[config.mk]
export PLATFORM = sky130hd
export DESIGN_NAME = mlc_check
export DESIGN_NICKNAME = d
export VERILOG_FILES = /design/src/rtl/mlc_pkg.sv /design/src/rtl/mlc_check.sv
export SDC_FILE = /design/constraint.sdc
export NUM_CORES = 1
export LEC_CHECK = 0
export ABC_CLOCK_PERIOD_IN_PS = 8000
export BUFFER_PORTS_ARGS = -buffer_cell sky130_fd_sc_hd__buf_2
export CORE_MARGIN = 4
export CORE_UTILIZATION = 46
export DETAILED_ROUTE_END_ITERATION = 8
export GPL_ROUTABILITY_DRIVEN = 0
export PLACE_DENSITY = 0.77
export SLEW_MARGIN = 20
export SYNTH_ARGS = -nofsm -noshare
export SYNTH_HDL_FRONTEND = slang
export SYNTH_SLANG_ARGS = --single-unit
[constraint.sdc]
create_clock -name clock -period 8 [get_ports clock]
set_input_delay 1.6 -clock clock [delete_from_list [all_inputs] [get_ports clock]]
set_output_delay 1.6 -clock clock [all_outputs]
set_load 0.1 [all_outputs]
[src/rtl/mlc_pkg.sv]
// ----------------------------------------------------------------------------
// mlc_pkg
// Types, constants and outcode helper shared by the midpoint line clipper.
// ----------------------------------------------------------------------------
package mlc_pkg;

   localparam int COORD_BITS = 16;
   localparam int BISECT_STEPS = COORD_BITS + 1;
   localparam int PASS_COUNT = 4;
   localparam int PASS_STAGES = BISECT_STEPS + 1;
   localparam int PIPE_STAGES = PASS_COUNT * PASS_STAGES + 1;
   localparam int ADDR_BITS = 4;
   localparam int DATA_BITS = 32;

   localparam logic [3:0] CODE_LEFT   = 4'h1;
   localparam logic [3:0] CODE_RIGHT  = 4'h2;
   localparam logic [3:0] CODE_BOTTOM = 4'h4;
   localparam logic [3:0] CODE_TOP    = 4'h8;

   localparam logic [1:0] REG_WIN_LEFT   = 2'd0;
   localparam logic [1:0] REG_WIN_BOTTOM = 2'd1;
   localparam logic [1:0] REG_WIN_RIGHT  = 2'd2;
   localparam logic [1:0] REG_WIN_TOP    = 2'd3;

   typedef logic signed [COORD_BITS-1:0] coord_type;
   typedef logic signed [COORD_BITS:0] wide_type;

   typedef struct packed {
      coord_type left;
      coord_type bottom;
      coord_type right;
      coord_type top;
   } win_type;

   typedef struct packed {
      coord_type start_x;
      coord_type start_y;
      coord_type end_x;
      coord_type end_y;
   } req_type;

   typedef struct packed {
      logic      visible;
      coord_type clip_start_x;
      coord_type clip_start_y;
      coord_type clip_end_x;
      coord_type clip_end_y;
   } rsp_type;

   typedef struct packed {
      logic       valid;
      logic       done;
      logic       vis;
      logic       cur;
      logic       clip;
      coord_type  x0;
      coord_type  y0;
      coord_type  x1;
      coord_type  y1;
      coord_type  ax;
      coord_type  ay;
      coord_type  bx;
      coord_type  by;
      logic [3:0] acode;
   } pipe_type;

   function automatic logic [3:0] outcode(coord_type x, coord_type y, win_type w);
      logic [3:0] c;
      c = 4'h0;
      if (x < w.left) begin
         c = c | CODE_LEFT;
      end else if (x > w.right) begin
         c = c | CODE_RIGHT;
      end
      if (y < w.bottom) begin
         c = c | CODE_BOTTOM;
      end else if (y > w.top) begin
         c = c | CODE_TOP;
      end
      return c;
   endfunction

endpackage

[src/rtl/mlc_check.sv]
// ----------------------------------------------------------------------------
// mlc_check
// Pass boundary stage: writes back the clipped end, classifies the segment
// and picks the outside end for the next bisection run, or rejects if FINAL.
// ----------------------------------------------------------------------------
module mlc_check #(
   parameter bit FINAL = 1'b0
) (
   input  logic              clock,
   input  logic              reset,
   input  logic              en,
   input  mlc_pkg::win_type  win,
   input  mlc_pkg::pipe_type in_data,
   output mlc_pkg::pipe_type out_data
);
   import mlc_pkg::*;

   pipe_type   out_ff;
   pipe_type   out_in;
   pipe_type   wb;
   logic [3:0] c0;
   logic [3:0] c1;
   logic       cur_n;

   always_comb begin
      wb = in_data;
      if (in_data.clip) begin
         if (in_data.cur) begin
            wb.x1 = in_data.bx;
            wb.y1 = in_data.by;
         end else begin
            wb.x0 = in_data.bx;
            wb.y0 = in_data.by;
         end
      end
      c0 = outcode(wb.x0, wb.y0, win);
      c1 = outcode(wb.x1, wb.y1, win);
      cur_n = in_data.cur;
      if ((in_data.cur ? c1 : c0) == 4'h0) begin
         cur_n = ~in_data.cur;
      end
      out_in = wb;
      out_in.clip = 1'b0;
      if (!in_data.done) begin
         if ((c0 | c1) == 4'h0) begin
            out_in.done = 1'b1;
            out_in.vis = 1'b1;
         end else if (((c0 & c1) != 4'h0) || FINAL) begin
            out_in.done = 1'b1;
            out_in.vis = 1'b0;
         end else begin
            out_in.cur = cur_n;
            out_in.clip = 1'b1;
            out_in.ax = cur_n ? wb.x1 : wb.x0;
            out_in.ay = cur_n ? wb.y1 : wb.y0;
            out_in.bx = cur_n ? wb.x0 : wb.x1;
            out_in.by = cur_n ? wb.y0 : wb.y1;
            out_in.acode = cur_n ? c1 : c0;
         end
      end
   end

   always_ff @(posedge clock) begin
      if (reset) begin
         out_ff.valid <= 1'b0;
      end else if (en) begin
         out_ff <= out_in;
      end
   end

   assign out_data = out_ff;

`ifndef SYNTHESIS
   a_done_sticks: assert property (@(posedge clock) disable iff (reset)
      en && in_data.valid && in_data.done |=> out_ff.done && !out_ff.clip)
      else $error("finished transaction reopened");
   a_clip_outside: assert property (@(posedge clock) disable iff (reset)
      en && in_data.valid |=> !out_ff.clip || (out_ff.acode != 4'h0))
      else $error("bisection started from an inside end");
   a_final_done: assert property (@(posedge clock) disable iff (reset)
      en && in_data.valid && FINAL |=> out_ff.done)
      else $error("transaction left the last pass unsettled");
`endif

endmodule

==> results.toml <==
[final_layout]
layout_common_cells = "buf_2 (340), edfxtp_1 (136), inv_1 (134), mux2i_1 (134), ha_1 (124)"
seq_area_um2 = 4100
num-nets-final = 1509
area_growth_syn_to_layout_pct = 27.0
largest_reg_flops = 137
drive_gt1_share_pct = 38.3
nFillCells = 1811
multiInputGateArea_um2 = 5060
final_common_cell = "buf_2"

[cts]
post_cts_resized = 0
htree_levels = 4
clkSlewWorstSetupHoldPaths_ps = 60
tritoncts = "built"
clock-root-buffer = "clkbuf_16"
cts_buffer_depth = 2
cts-buffers-inserted = 17
postCtsHoldBufs = 0
worst_skew_pair.late_latency_ps = 420
cts_num_sinks = 137
cts_setup_buffers = 0

[routing]
drtIter0Drc = 401
num_vias = 7797
wire_per_inst_um = 19.2
drtPass1Iterations = 6
routed_wl_mm = 28.3
drc_errors = 0
ant_nets = 0
vias_per_cell = 5.30

[placement]
portBuffers = 340
hpwl_mm = 22.3
dpl_worst_slack_ps = 1340

[global_route]
grt_max_degree = 75
grt_use_total_pct = 23.1
antenna_found_initial = 4
grt_pass1_wl_mm = 43.5
overflow = 0
grt_pass1_vias = 8264

[sta]
hold_slack_ps = 539
finalHoldViolCount = 0
setup_viol = 0
worst_slew_pin_slew_ps = 1020
max_slew_margin_pct = 31.8
fin_crit_sh_pct = 77.9
fin_skew_ps = 0
fmax_ghz = 0.160
min_period_ps = 6230
rsz0062_at_grt = "no"
timing.setup.tns_ps = 0
drv_slew = 0
setup_ws_ps = 1770

[floorplan]
die_w_um = 154
ios = 341
start_util_pct = 46.6
core_area_um2 = 21000
die_h_um = 154
die-area_um2 = 23600
rows = 53

[setup_path]
reg2reg_slack_ps = 7400
max_stage_delay_ps = 670
crit_buf_inv = 4
critical_path_arrival_ps = 6400
worstSetupPathType = "primary input to register"
path_max_fanout = 37
cp-start-kind = "primary input"
critPathTopFamily = "buffers and inverters"
cp.required_ps = 8170
crit_chain = "buf_2, nand2b_2, buf_4, mux2i_1, inv_1, ha_1, nand4_1, a211o_1, a31oi_1, a2111oi_0, mux2_2, nor4bb_1, a2111o_1, a21oi_4, buf_4, mux2_2"
cpMaxStageDelayCell = "nand2b_2"
cp-end-kind = "register"

[power_and_ir_drop]
ir_drop_mv = 0.142
p_leak_nw = 6.35
power_w = 0.00279
powerDensity_nw_per_um2 = 225

[synth]
async_flop_share_pct = 0
syn_nets = 1160
synth_area_um2 = 9760
synthesis.instances = 832
yosys_warnings = 0
synth.avg_cell_area_um2 = 11.7
synth_seq_area_share_pct = 42.0
synth_edf_count = 136
ys_seq_elements = 137
synthFlopType = "edfxtp_1"
ys_types = 50

[worst_hold_path]
hp-class = "register to register"

[run]
maxCapViolCount = 0

[run_status]
status = "completed"
[report_power, final]
group	total [W]	internal (W)	switching [W]
Sequential	0.000897	0.000880	0.0000174
Clock	0.000787	0.000460	0.000327
Combinational	0.00110	0.000311	0.000789
Total	0.00279	0.00165	0.00113
[synthesized netlist by cell type (all sizes together) (2+ instances only)]
library cell / count / area, um2
edfxtp: 136 / 4080
a21o: 21 / 158
nor2: 11 / 41.3
o21a: 8 / 60.1
o211ai: 4 / 30.0
mux2i: 135 / 1350
or3b: 2 / 17.5
a21oi: 32 / 164
and3: 7 / 43.8
o21ai: 12 / 60.1
a211o: 3 / 26.3
ha: 124 / 1550
a211oi: 9 / 67.6
nand2: 17 / 63.8
and4: 5 / 43.8
and2: 2 / 12.5
or3: 2 / 12.5
nor2b: 7 / 43.8
a221oi: 2 / 17.5
a2111oi: 4 / 35.0
nand3: 13 / 65.1
a21boi: 2 / 15.0
mux2: 70 / 788
buf: 20 / 123
o21bai: 2 / 15.0
nor4: 2 / 12.5
nand4: 16 / 100
inv: 134 / 503
a31oi: 6 / 37.5
o32ai: 2 / 17.5
o31ai: 3 / 22.5
nand2b: 5 / 31.3
[worst register-to-register path, stage by stage, from the launching register on]
cell	delay [ps]
dfxtp_1	320
mux2i_1	120
nor2_1	60
[per-layer routing]
metal  part of all wire [%]  global-route usage [%]
met3                    7.1                    6.45
met5                  0.099                       0
met2                     51                    42.0
met1                     39                    27.0
met4                    2.0                    5.89
[stage by stage]
| stage | cells | cell area (um2) | util (%) |
|---|---|---|---|
| after floorplan | 832 | 9760 | - |
| after global placement | 1437 | 11800 | 56.4 |
| after detailed placement | 1437 | 11800 | 56.4 |
| after CTS | 1469 | 12400 | 59.2 |
| after global routing | 1470 | 12400 | 59.2 |
| final | 1470 | 12400 | 59.2 |
[final timing paths]
path / start / to / cells after the start
worst max-delay path: in_data[133] / out_data[23] / 16
worst min-delay path: out_data[136] / out_data[136] / 2
worst max register to register: out_data[136] / out_data[136] / 2
worst min register to register: out_data[136] / out_data[136] / 2
[cell families (layout without fill, tap and decap cells)]
kind of cell / count (synthesis) / after routing / share of synthesized area [%]
compound gates: 118 / 118 / 8.19
fa+ha+maj: 124 / 124 / 15.9
buf+inv: 155 / 517 / 6.45
flops: 137 / 137 / 42.0
mux: 205 / 205 / 21.9
other cells: 0 / 1 / 0
simple gates: 93 / 93 / 5.51
[cell type report]
type | count | share of cell area (%)
well taps | 275 | 2.77
inverters | 134 | 4.06
repair buffers | 351 | 14.6
clock inverters | 14 | 1.18
multi-input cells | 540 | 40.8
flip-flops and latches | 137 | 33.1
diodes | 1 | 0.0202
clock buffers | 18 | 3.46
(Power assumes the default switching activity.)
