[config.mk]
export PLATFORM = sky130hd
export DESIGN_NAME = mlc_bisect
export DESIGN_NICKNAME = d
export VERILOG_FILES = /design/src/rtl/mlc_pkg.sv /design/src/rtl/mlc_bisect.sv
export SDC_FILE = /design/constraint.sdc
export NUM_CORES = 1
export LEC_CHECK = 0
export BUFFER_PORTS_ARGS = -buffer_cell sky130_fd_sc_hd__clkbuf_2
export CORE_MARGIN = 5
export CORE_UTILIZATION = 52
export DETAILED_ROUTE_END_ITERATION = 8
export GPL_TIMING_DRIVEN = 0
export PLACE_DENSITY_LB_ADDON = 0.15
export SYNTH_ARGS = -nofsm -noshare
export SYNTH_HDL_FRONTEND = slang
export SYNTH_SLANG_ARGS = --single-unit
export TNS_END_PERCENT = 50
[constraint.sdc]
create_clock -name clock -period 10 [get_ports clock]
set_clock_uncertainty 0.1 [all_clocks]
set_input_delay 1.5 -clock clock [delete_from_list [all_inputs] [get_ports clock]]
set_output_delay 1.5 -clock clock [all_outputs]
set_load 0.01 [all_outputs]
[src/rtl/mlc_pkg.sv]
// ----------------------------------------------------------------------------
// mlc_pkg
// Types, constants and outcode helper shared by the midpoint line clipper.
// ----------------------------------------------------------------------------
package mlc_pkg;

   localparam int COORD_BITS = 16;
   localparam int BISECT_STEPS = COORD_BITS + 1;
   localparam int PASS_COUNT = 4;
   localparam int PASS_STAGES = BISECT_STEPS + 1;
   localparam int PIPE_STAGES = PASS_COUNT * PASS_STAGES + 1;
   localparam int ADDR_BITS = 4;
   localparam int DATA_BITS = 32;

   localparam logic [3:0] CODE_LEFT   = 4'h1;
   localparam logic [3:0] CODE_RIGHT  = 4'h2;
   localparam logic [3:0] CODE_BOTTOM = 4'h4;
   localparam logic [3:0] CODE_TOP    = 4'h8;

   localparam logic [1:0] REG_WIN_LEFT   = 2'd0;
   localparam logic [1:0] REG_WIN_BOTTOM = 2'd1;
   localparam logic [1:0] REG_WIN_RIGHT  = 2'd2;
   localparam logic [1:0] REG_WIN_TOP    = 2'd3;

   typedef logic signed [COORD_BITS-1:0] coord_type;
   typedef logic signed [COORD_BITS:0] wide_type;

   typedef struct packed {
      coord_type left;
      coord_type bottom;
      coord_type right;
      coord_type top;
   } win_type;

   typedef struct packed {
      coord_type start_x;
      coord_type start_y;
      coord_type end_x;
      coord_type end_y;
   } req_type;

   typedef struct packed {
      logic      visible;
      coord_type clip_start_x;
      coord_type clip_start_y;
      coord_type clip_end_x;
      coord_type clip_end_y;
   } rsp_type;

   typedef struct packed {
      logic       valid;
      logic       done;
      logic       vis;
      logic       cur;
      logic       clip;
      coord_type  x0;
      coord_type  y0;
      coord_type  x1;
      coord_type  y1;
      coord_type  ax;
      coord_type  ay;
      coord_type  bx;
      coord_type  by;
      logic [3:0] acode;
   } pipe_type;

   function automatic logic [3:0] outcode(coord_type x, coord_type y, win_type w);
      logic [3:0] c;
      c = 4'h0;
      if (x < w.left) begin
         c = c | CODE_LEFT;
      end else if (x > w.right) begin
         c = c | CODE_RIGHT;
      end
      if (y < w.bottom) begin
         c = c | CODE_BOTTOM;
      end else if (y > w.top) begin
         c = c | CODE_TOP;
      end
      return c;
   endfunction

endpackage

[src/rtl/mlc_bisect.sv]
// ----------------------------------------------------------------------------
// mlc_bisect
// One midpoint bisection step between the outside end a and the end b.
// ----------------------------------------------------------------------------
module mlc_bisect (
   input  logic              clock,
   input  logic              reset,
   input  logic              en,
   input  mlc_pkg::win_type  win,
   input  mlc_pkg::pipe_type in_data,
   output mlc_pkg::pipe_type out_data
);
   import mlc_pkg::*;

   pipe_type   out_ff;
   pipe_type   out_in;
   wide_type   dx;
   wide_type   dy;
   wide_type   sx;
   wide_type   sy;
   coord_type  mx;
   coord_type  my;
   logic [3:0] mcode;
   logic       conv;

   always_comb begin
      dx = wide_type'(in_data.ax) - wide_type'(in_data.bx);
      dy = wide_type'(in_data.ay) - wide_type'(in_data.by);
      conv = ((dx == wide_type'(0)) || (dx == wide_type'(1)) || (dx == wide_type'(-1)))
          && ((dy == wide_type'(0)) || (dy == wide_type'(1)) || (dy == wide_type'(-1)));
      sx = wide_type'(in_data.ax) + wide_type'(in_data.bx);
      sy = wide_type'(in_data.ay) + wide_type'(in_data.by);
      mx = sx[COORD_BITS:1];
      my = sy[COORD_BITS:1];
      mcode = outcode(mx, my, win);
      out_in = in_data;
      if (in_data.clip && !conv) begin
         if ((in_data.acode & mcode) != 4'h0) begin
            out_in.ax = mx;
            out_in.ay = my;
            out_in.acode = mcode;
         end else begin
            out_in.bx = mx;
            out_in.by = my;
         end
      end
   end

   always_ff @(posedge clock) begin
      if (reset) begin
         out_ff.valid <= 1'b0;
      end else if (en) begin
         out_ff <= out_in;
      end
   end

   assign out_data = out_ff;

`ifndef SYNTHESIS
   a_a_outside: assert property (@(posedge clock) disable iff (reset)
      en && in_data.valid && in_data.clip && (in_data.acode != 4'h0)
      |=> out_ff.acode != 4'h0)
      else $error("outside end moved inside");
   a_conv_hold: assert property (@(posedge clock) disable iff (reset)
      en && in_data.valid && conv
      |=> out_ff.ax == $past(in_data.ax) && out_ff.bx == $past(in_data.bx))
      else $error("converged pair changed");
   a_stall_hold: assert property (@(posedge clock) disable iff (reset)
      !en && out_ff.valid |=> $stable(out_ff))
      else $error("stage changed while stalled");
`endif

endmodule

==> results by group <==
Status
  – Outcome: finished, final reports clean

Die
  – Die height: 150 microns
  – Std cell rows: 51
  – Starting Density: 52.5%
  – IO Pins: 341
  – DIE WIDTH: 150 microns
  – Core box area: 0.0193 sq mm
  – Die ar.: 0.0224 sq mm

Worst setup path
  – Critical path type: input pin to register
  – Setup crit end kind: register
  – Max FO, Critical Path: 10
  – CP Launch Type: input pin
  – Worst path required time: 10.08 ns
  – WP data arrival: 7.38 ns

Clock network
  – Clock buffer count from CTS: 17
  – H-tree depth: 4
  – Hold-fix buffers, CTS: 0
  – Postcts setup bufs: 0
  – CTS resizes: 0
  – CTS tree: yes
  – Worst skew pair latency: 0.43 ns
  – CTS clock-pin slew for the worst setup and hold paths: 0.07 ns
  – Bufs on Longest Clock Path: 2
  – # clock sinks: 137
  – Root buf cell: clkbuf_16

Synthesis
  – Area share of the largest cell type after synthesis: 40.2%
  – Main combinational cell family by area after synthesis: adder cells
  – Synth Instances: 923
  – Post-synth top cells: edfxtp_1 (136), ha_1 (126), inv_1 (126)
  – Post-synthesis mux area share: 8.67%
  – Synth area leader: edfxtp_1
  – Synth warn: 0
  – Compound-Gate Fraction of Synth Area: 14.3%
  – Mapped Area: 0.0102 sq mm
  – Most frequent cell after synthesis: edfxtp_1
  – Area contributors post-synth: edfxtp_1 (40%), ha_1 (16%), inv_1 (4.7%), mux2_4 (4.4%), mux2_1 (2.9%)
  – Syn_area_per_cell: 11.0 sq um
  – Flop and latch count out of synthesis: 137
  – Post-Synth Adder-Cell Area: 16.3%
  – Syn nets: 1257
  – Dominant synthesized flop cell: edfxtp_1
  – Register area share after synthesis: 40.4%
  – Synth cell types: 82
  – Post-Synth XOR/XNOR Area: 3.79%
  – Post-synth EDFFs: 136
  – Simple-gate share of the synthesized area: 10.1%
  – Async SR Flop Fraction: 0%

Power
  – Sw Ratio: 32.2%
  – Part of the power in the clock network: 32.9%
  – Combinational power share: 32.8%
  – Static leakage: 6.17 nW
  – Psw: 0.000673 W
  – Power Density: 162 mW/mm^2
  – Sequential share of power: 34.3%
  – Peak supply drop: 0.134 mV
  – Int Pwr: 0.00141 W
  – Final Power: 0.00209 W

Global routing
  – First-pass GRT wire length: 41.4 mm
  – GRT Residual Overflow: 0
  – Initial antenna violation count: 1
  – Total track usage: 23.7%
  – Vias in the first global route: 8250
  – Pin count of the biggest net entering global routing: 38

Placement
  – Port bufs: 340
  – Routability cong.: 0.895
  – Post-Place Setup Slack: 2.23 ns
  – Final HPWL DP: 22.2 mm
  – Placed cells: 1532

Detailed routing
  – Routed WL: 27.5 mm
  – DRT antenna net count: 0
  – First DRT Iteration DRCs: 418
  – Vias: 8280
  – Vias/cell: 5.29
  – WL/cell: 17.5 microns
  – DR DRC count: 0
  – TritonRoute pass-1 iters: 5

Run
  – Max_cap viols: 0

Timing
  – Count of pins over their slew limit: 0
  – # setup viols final: 0
  – Setup TNS: 0 ns
  – Minimum hold slack: 0.416 ns
  – Min cycle time layout: 7.30 ns
  – RSZ-0062 raised after global routing: no
  – Fin. Hold Viols: 0
  – Final WS setup: 2.70 ns
  – Max Freq: 137 MHz
  – Slew HR: 39.2%
  – Final Cycle Share: 73.0%
  – Worst Tran Pin Value: 0.900 ns

Finish
  – Layout Nets: 1620
  – Fin cells: 1566
  – Share of cells above drive strength 1: 35.1%
  – Area grow syn2layout: 27.2%
  – Max FFs per register: 137

Min path
  – Hold Path Class: register to register
[final timing paths]
| check | slack [ns] | cells past startpoint | to | from |
|---|---|---|---|---|
| setup / recovery | 2.70 | 24 | out_data[64]$_DFFE_PP_ | in_data[4] |
| hold / removal | 0.42 | 2 | out_data[136]$_SDFFE_PP0P_ | out_data[136]$_SDFFE_PP0P_ |
| setup reg to reg | 9.30 | 2 | out_data[136]$_SDFFE_PP0P_ | out_data[136]$_SDFFE_PP0P_ |
| hold reg to reg | 0.42 | 2 | out_data[136]$_SDFFE_PP0P_ | out_data[136]$_SDFFE_PP0P_ |
[stage by stage]
stage	instance area [sq um]	utilization, %
finish	12900	66.8
global route	12900	66.8
CTS	12900	66.8
detailed placement	12300	63.6
global placement	12200	63.1
floorplan	10200	-
[cells in the final DEF (no fill, tap or decap), types with 11 or more instances in the layout]
| cell | synthesis | final |
|---|---|---|
| clkbuf_2 | 0 | 340 |
| edfxtp_1 | 136 | 136 |
| inv_1 | 126 | 126 |
| ha_1 | 126 | 126 |
| a21oi_1 | 53 | 53 |
| nor2_1 | 51 | 51 |
| nand2_1 | 31 | 31 |
| mux2_4 | 30 | 30 |
| xnor2_1 | 27 | 27 |
| mux2_1 | 26 | 26 |
| nor3_1 | 22 | 22 |
| o21ai_0 | 22 | 22 |
| a21o_1 | 20 | 20 |
| nand3_1 | 19 | 19 |
| xor2_1 | 17 | 17 |
| clkbuf_16 | 0 | 17 |
| o21bai_1 | 13 | 13 |
| nand4_1 | 12 | 12 |
| o31ai_1 | 11 | 11 |
| nor2b_1 | 12 | 11 |
| nand2b_1 | 11 | 11 |
[power by group through the flow]
stage | clock (W) | sequential [W] | combinational, W
3_5_place_dp | 0 | 0.000728 | 0.000684
6_report | 0.000687 | 0.000716 | 0.000686
2_1_floorplan | 0 | 0.000760 | 0.000442
5_1_grt | 0.000723 | 0.000720 | 0.000760
4_1_cts | 0.000698 | 0.000716 | 0.000689
3_3_place_gp | 0 | 0.000735 | 0.000667
[critical path, cell delays in order]
cell and delay, ns:
clkbuf_2 0.10, ha_1 0.21, inv_1 0.07, fa_1 0.22, o21bai_1 0.09, a21oi_1 0.25
o21bai_1 0.12, a221oi_1 0.36, nor3_1 0.13, o21ba_2 0.26, nand3_1 0.10, a21oi_1 0.07
o41ai_1 0.75, ha_1 0.35, nand4_1 0.19, or4_1 0.52, o21bai_1 0.23, and2_1 0.17
a211oi_1 0.28, a31oi_1 0.17, a21boi_1 0.56, nand2_8 0.14, buf_6 0.20, mux2_1 0.33
[layer usage]
metal  vias up  wire length (microns)  track usage, %
met5         -                      0               0
met3        39                   1550            4.60
met2       237                  14300            43.4
met1      3890                  11000            27.9
li1       4114                      -               -
met4         0                    646            7.73
[kinds of logic after synthesis]
family	after synthesis
mux	68
compound gates	201
flops	137
buf+inv	150
xor+xnor	44
fa+ha+maj	130
simple gates	193
[cell type report]
type / count / area (sq um)
clock inverter: 15 / 201
buffer: 23 / 181
clock buffer: 17 / 425
fill: 1569 / 6410
antenna: 2 / 5.00
inverter: 127 / 477
tap: 265 / 332
multi-input combinational: 636 / 5410
timing repair buffer: 344 / 1790
sequential: 137 / 4100
No activity file was read; power rests on OpenSTA's default activity.
